### src/irn_pkg.sv
// Shared types and constants for the inverse residual norm unit.
// No dependencies; every other file of the block imports this package.
package irn_pkg;

   localparam int CMD_W   = 2;
   localparam int POS_W   = 4;
   localparam int VALUE_W = 32;
   localparam int NORM_W  = 48;
   localparam int ORDER_W = 5;

   localparam logic [ORDER_W-1:0] ORDER_RESET = 5'd16;

   // Cycles from the register that catches the last memory read of a
   // compute to the cycle in which the running maximum is final.
   localparam int DRAIN_CYCLES = 5;
   localparam int DRAIN_W      = 3;

   typedef enum logic [CMD_W-1:0] {
      CMD_LOAD_A  = 2'd0,
      CMD_LOAD_X  = 2'd1,
      CMD_COMPUTE = 2'd2,
      CMD_NONE    = 2'd3
   } cmd_type;

   typedef enum logic [1:0] {
      ST_IDLE,
      ST_RUN,
      ST_DRAIN,
      ST_FINISH
   } state_type;

   // Commands from the controller to the datapath.
   typedef struct packed {
      logic wr_a;
      logic wr_x;
      logic clear;
      logic issue;
      logic first_term;
      logic last_term;
      logic diag;
      logic last_col;
      logic load_out;
   } ctl_type;

   // Tag that travels with a product through the datapath pipeline.
   typedef struct packed {
      logic valid;
      logic first_term;
      logic last_term;
      logic diag;
      logic last_col;
   } tag_type;

endpackage

### src/irn_controller.sv
// Controller of the inverse residual norm unit: load decode, the i/j/l
// sequencer of a compute, pipeline drain and the response valid flag.
// Depends on irn_pkg.
module irn_controller #(
   parameter int MAX_ORDER = 16,
   localparam int IW = (MAX_ORDER > 1) ? $clog2(MAX_ORDER) : 1
) (
   input  logic                         clock,
   input  logic                         reset,
   input  logic                         req_valid,
   output logic                         req_ready,
   input  logic [irn_pkg::CMD_W-1:0]    req_cmd,
   input  logic [irn_pkg::POS_W-1:0]    req_row,
   input  logic [irn_pkg::POS_W-1:0]    req_col,
   output logic                         rsp_valid,
   input  logic                         rsp_ready,
   input  logic [irn_pkg::ORDER_W-1:0]  n_in_use,
   output irn_pkg::ctl_type             ctl,
   output logic [IW-1:0]                rd_i,
   output logic [IW-1:0]                rd_j,
   output logic [IW-1:0]                rd_l
);
   import irn_pkg::*;

   state_type          state_ff, state_in;
   logic [IW-1:0]      i_ff, i_in, j_ff, j_in, l_ff, l_in;
   logic [IW-1:0]      n_last_ff, n_last_in;
   logic [DRAIN_W-1:0] drain_ff, drain_in;
   logic               rsp_valid_ff, rsp_valid_in;

   logic               req_fire, in_range, out_free;
   logic               l_end, j_end, i_end;
   logic [ORDER_W-1:0] order_min;
   logic [31:0]        n_last_wide;

   assign req_ready = (state_ff == ST_IDLE);
   assign req_fire  = req_valid && req_ready;
   assign in_range  = (32'(req_row) < MAX_ORDER) && (32'(req_col) < MAX_ORDER);
   assign out_free  = !rsp_valid_ff || rsp_ready;

   assign l_end = (l_ff == n_last_ff);
   assign j_end = (j_ff == n_last_ff);
   assign i_end = (i_ff == n_last_ff);

   // Order zero acts as one, an order above the build maximum as the maximum.
   always_comb begin
      order_min = (n_in_use == '0) ? ORDER_W'(1) : n_in_use;
      if (32'(order_min) > MAX_ORDER) begin
         n_last_wide = 32'(MAX_ORDER - 1);
      end else begin
         n_last_wide = 32'(order_min) - 32'd1;
      end
      n_last_in = n_last_wide[IW-1:0];
   end

   always_comb begin
      state_in = state_ff;
      case (state_ff)
         ST_IDLE: begin
            if (req_fire && (req_cmd == CMD_COMPUTE)) begin
               state_in = ST_RUN;
            end
         end
         ST_RUN: begin
            if (l_end && j_end && i_end) begin
               state_in = ST_DRAIN;
            end
         end
         ST_DRAIN: begin
            if (drain_ff == DRAIN_W'(DRAIN_CYCLES - 1)) begin
               state_in = ST_FINISH;
            end
         end
         ST_FINISH: begin
            if (out_free) begin
               state_in = ST_IDLE;
            end
         end
         default: begin
            state_in = ST_IDLE;
         end
      endcase
   end

   always_comb begin
      ctl = '0;
      case (state_ff)
         ST_IDLE: begin
            ctl.wr_a  = req_fire && (req_cmd == CMD_LOAD_A) && in_range;
            ctl.wr_x  = req_fire && (req_cmd == CMD_LOAD_X) && in_range;
            ctl.clear = req_fire && (req_cmd == CMD_COMPUTE);
         end
         ST_RUN: begin
            ctl.issue      = 1'b1;
            ctl.first_term = (l_ff == '0);
            ctl.last_term  = l_end;
            ctl.diag       = (i_ff == j_ff);
            ctl.last_col   = j_end;
         end
         ST_FINISH: begin
            ctl.load_out = out_free;
         end
         default: begin
            ctl = '0;
         end
      endcase
   end

   // Loop counters: l innermost, then column j, then row i.
   always_comb begin
      i_in = i_ff;
      j_in = j_ff;
      l_in = l_ff;
      if (state_ff == ST_IDLE) begin
         i_in = '0;
         j_in = '0;
         l_in = '0;
      end else if (state_ff == ST_RUN) begin
         l_in = l_end ? '0 : l_ff + 1'b1;
         if (l_end) begin
            j_in = j_end ? '0 : j_ff + 1'b1;
            if (j_end) begin
               i_in = i_ff + 1'b1;
            end
         end
      end
      drain_in     = (state_ff == ST_DRAIN) ? drain_ff + 1'b1 : '0;
      rsp_valid_in = ctl.load_out ? 1'b1 : (rsp_valid_ff && !rsp_ready);
   end

   always_ff @(posedge clock) begin
      if (reset) begin
         state_ff     <= ST_IDLE;
         i_ff         <= '0;
         j_ff         <= '0;
         l_ff         <= '0;
         n_last_ff    <= '0;
         drain_ff     <= '0;
         rsp_valid_ff <= 1'b0;
      end else begin
         state_ff     <= state_in;
         i_ff         <= i_in;
         j_ff         <= j_in;
         l_ff         <= l_in;
         drain_ff     <= drain_in;
         rsp_valid_ff <= rsp_valid_in;
         if (ctl.clear) begin
            n_last_ff <= n_last_in;
         end
      end
   end

   assign rsp_valid = rsp_valid_ff;
   assign rd_i      = i_ff;
   assign rd_j      = j_ff;
   assign rd_l      = l_ff;

   a_cmd_exclusive: assert property (@(posedge clock) disable iff (reset)
      $onehot0({ctl.wr_a, ctl.wr_x, ctl.issue, ctl.load_out, ctl.clear}))
      else $error("controller issued more than one datapath command");

   a_run_ends_on_last: assert property (@(posedge clock) disable iff (reset)
      (state_ff == ST_RUN && state_in == ST_DRAIN) |-> (ctl.last_term && ctl.last_col))
      else $error("compute left the run state before its last product");

   a_out_free: assert property (@(posedge clock) disable iff (reset)
      ctl.load_out |-> (!rsp_valid_ff || rsp_ready))
      else $error("result register overwritten while a result was pending");

   a_compute_starts: assert property (@(posedge clock) disable iff (reset)
      (req_fire && req_cmd == CMD_COMPUTE) |=>
         (state_ff == ST_RUN && i_ff == '0 && j_ff == '0 && l_ff == '0))
      else $error("compute did not start at the first element");

   a_index_bound: assert property (@(posedge clock) disable iff (reset)
      ctl.issue |-> (i_ff <= n_last_ff && j_ff <= n_last_ff && l_ff <= n_last_ff))
      else $error("loop index beyond the order in use");

endmodule

### config.mk
export PLATFORM = sky130hd
export DESIGN_NAME = irn_controller
export DESIGN_NICKNAME = d
export VERILOG_FILES = /design/src/irn_pkg.sv /design/src/irn_controller.sv
export SDC_FILE = /design/constraint.sdc
export NUM_CORES = 1
export LEC_CHECK = 0
export BUFFER_PORTS_ARGS = -buffer_cell sky130_fd_sc_hd__buf_2
export CORE_MARGIN = 2
export CORE_UTILIZATION = 54
export DETAILED_ROUTE_END_ITERATION = 12
export PLACE_DENSITY = 0.85
export SYNTH_ARGS = -nofsm -noshare
export SYNTH_HDL_FRONTEND = slang
export SYNTH_SLANG_ARGS = --single-unit
### constraint.sdc
create_clock -name clock -period 3.56 [get_ports clock]
set_input_delay 0.356 -clock clock [delete_from_list [all_inputs] [get_ports clock]]
set_output_delay 0.356 -clock clock [all_outputs]
set_load 0.1 [all_outputs]
==> summary.md <==
| Metric | Value |
|---|---|
| Grt total ovfl | `0` |
| Total track usage | `between 20% and 30%` |
| Vias in the first global route | `~1.2k` |
| Unique masters post-synth | `40` |
| Max VDD drop | `around 0.68 mV` |
| Max H-tree Level | `1` |
| Final instance area | `~1600 um^2` |
| Top post-synthesis cells by area | `dfxtp_1 (33%), xor2_1 (14%), ha_1 (11%)` |
| Clock power share | `between 10 and 15%` |
| Part of the cycle the worst path needs | `69.8%` |
| Most common cell after layout, fill and taps aside | `buf_2` |
| Syn Inst Count | `roughly 160` |
| Final WL | `between 2000 and 3000 um` |
| Postcts setup bufs | `0` |
| Layout cell share with drive strength beyond 1 | `between 20% and 30%` |
| Die area | `2920 um^2` |
| TritonCTS buffer count | `3` |
| Leakage dissipation | `0.792 nW` |
| Worst-Margin Slew | `between 0.6 and 0.7 ns` |
| Dpl cell area | `between 1500 and 2000 um^2` |
| HPWL after DPL | `between 2000 and 2500 um` |
| P&R area growth vs syn | `19.2%` |
| Core area | `around 2400 um^2` |
| Die height | `approximately 54 um` |
| Io pins | `42` |
| Final GP Congestion | `~0.73` |
| Worst EP required | `between 3 and 4 ns` |
| Status | `completed` |
| Switching Share | `about 55%` |
| Buffers on Ports | `33` |
| Row count | `18` |
| Syn avg cell area | `8.71 um^2` |
| Pwr/cell area | `647 nW/um^2` |
| Clk Tree Root Cell | `clkbuf_4` |
| Most frequent cells in the layout | `buf_2 (33), dfxtp_1 (22), xor2_1 (21), nor2_1 (20), ha_1 (12)` |
| Largest net degree at the start of global routing | `18` |
| Global-route wire length before repair | `4800 um` |
| Setup repair after global routing missed its margin | `false` |
| Worst-case clock buffer depth | `2` |
| Internal power | `~460 uW` |
| Top cell type's share of synthesized area | `between 30% and 40%` |
| Crit-path max FO | `17` |
| Initial DRT Pass Iterations | `4` |
| Fin Clk Skew | `between 0.003 and 0.004 ns` |
| Sequential share of power | `a little over a quarter` |
| Setup TNS | `0 ns` |
| Chip Width | `between 50 and 60 um` |
| Register area share after synthesis | `between 30 and 40%` |
| Initial antenna violation count | `0` |
| Starting Density | `between 50% and 60%` |
| Clk slew on worst S/H paths | `between 0.1 and 0.15 ns` |
| Vias per cell | `between 5 and 6` |
| Max-slew violations | `0` |
| Nature of the critical path endpoint | `primary output` |
| DR iter-0 viols | `26` |
| Final ANT Viol Nets | `0` |
| Setup CP Type | `reg -> out` |
| Number of synthesized register bits | `22` |
| YS warnings | `0` |
| CTS tree | `built` |
| Via count | `around 1.2k` |
| Max-capacitance violation count | `0` |
| N_diodes | `0` |
| Logic gate share of total power | `between 50% and 60%` |
| Headroom to the max-slew limit | `between 50 and 60%` |
| Psw | `between 500 and 600 uW` |
| Post-CTS resize count | `0` |
| Residual DRC | `0` |
| CTS Hold Bufs | `0` |
| Startpoint types | `flop` |
| Final hold vios | `0` |
| Cell area after synthesis | `1350 um^2` |
| Final setup viols | `0` |
| Crit path time final | `between 2 and 2.5 ns` |
| Crit path arrival time | `around 2.1 ns` |
| CTS sink count | `22` |
| Routed len/inst | `13.4 um` |
| Worst min path class | `in -> reg` |
| Final Net Count | `221` |
| Syn nets | `approximately 190` |
| FMAX | `~400 MHz` |
| Worst skew pair latency | `~0.32 ns` |
| Worst hold slack | `just over 0.3 ns` |
| Synth area leader | `dfxtp_1` |
-- critical path: stages (launching register included) --
cell and delay (ns):
dfxtp_1 0.35, inv_1 0.12, ha_1 0.59, nor4bb_4 0.29, buf_2 0.46
-- cells by family after synthesis --
kind of cell               count (synthesis)  synth area share, %
AOI/OAI and AO/OA                         19                 9.45
xor gates and xnor gates                  23                 14.9
adders and majority gates                 12                 11.1
buffers and inverters                     14                 4.17
DFF                                       22                 32.6
muxes                                      3                 2.22
and+or+nand+nor                           62                 25.5
-- metrics by stage --
step	setup slack, ns	cells	power [mW]	utilization (%)
2_1_floorplan	-0.217	155	0.816	-
3_3_place_gp	1.50	215	0.887	64.7
3_5_place_dp	1.45	215	0.904	64.7
4_1_cts	1.08	219	1.05	66.2
5_1_grt	0.904	219	1.10	66.2
6_report	1.08	219	1.04	66.2
-- registers in the layout, indices dropped and copies added (netlist names) --
register / count
drain_ff: 3
n_last_ff: 4
rd_i: 4
rd_j: 4
rd_l: 4
rsp_valid: 1
state_ff: 2
-- synthesized netlist by cell type --
cell type  instances
nor3b_1            1
nand4b_1           1
a31o_1             2
nand3_4            1
nor2b_1            3
and3_1             1
nor4_2             1
clkbuf_1           2
ha_1              12
a222oi_1           1
or3b_1             1
nand4_1            2
nor4_1             2
mux2i_1            3
nand2_1            9
nand3_1            5
o21ai_1            1
or3_1              1
nor4_4             1
a21boi_1           1
buf_1              1
nor2_1            20
inv_2              1
nor4bb_1           1
a21oi_1            7
nand2b_1           3
o21a_1             1
nor3_1             6
a211oi_1           2
o2111ai_1          1
a21bo_2            1
xnor2_1            2
inv_1              9
or2_1              1
xor2_1            21
dfxtp_1           22
o22ai_1            1
and2_1             2
buf_4              1
o21ai_0            1
-- power groups by stage --
stage | Clock, mW | Combinational, mW | Sequential (mW)
floorplan | 0 | 0.522 | 0.294
global placement | 0 | 0.602 | 0.285
detailed placement | 0 | 0.618 | 0.286
CTS | 0.146 | 0.619 | 0.281
global route | 0.156 | 0.656 | 0.284
finish | 0.143 | 0.618 | 0.281
-- path summary, 6_finish.rpt --
kind	cells past startpoint	slack, ns	end	from
hold / removal	2	0.31	state_ff[1]	reset
hold reg to reg	1	0.47	drain_ff[0]	drain_ff[0]
setup / recovery	4	1.08	ctl[4]	state_ff[1]
setup reg to reg	6	1.51	state_ff[0]	state_ff[0]
-- per-layer routing --
| metal | up-vias | track usage, % | part of all wire, % |
|---|---|---|---|
| li1 | 596 | - | - |
| met1 | 567 | 24.0 | 42 |
| met2 | 31 | 43.5 | 53 |
| met3 | 5 | 3.89 | 3.5 |
| met4 | 0 | 10.0 | 1.6 |
| met5 | - | 0 | 0 |
-- final cells by class --
type | instances | area [um^2]
well taps | 30 | 37.5
flip-flops and latches | 22 | 440
inverters | 10 | 37.5
multi-input cells | 119 | 885
clock buffers | 4 | 36.3
repair buffers | 34 | 173
fillers | 200 | 823
Note: power is estimated with default switching activity, not from simulation.
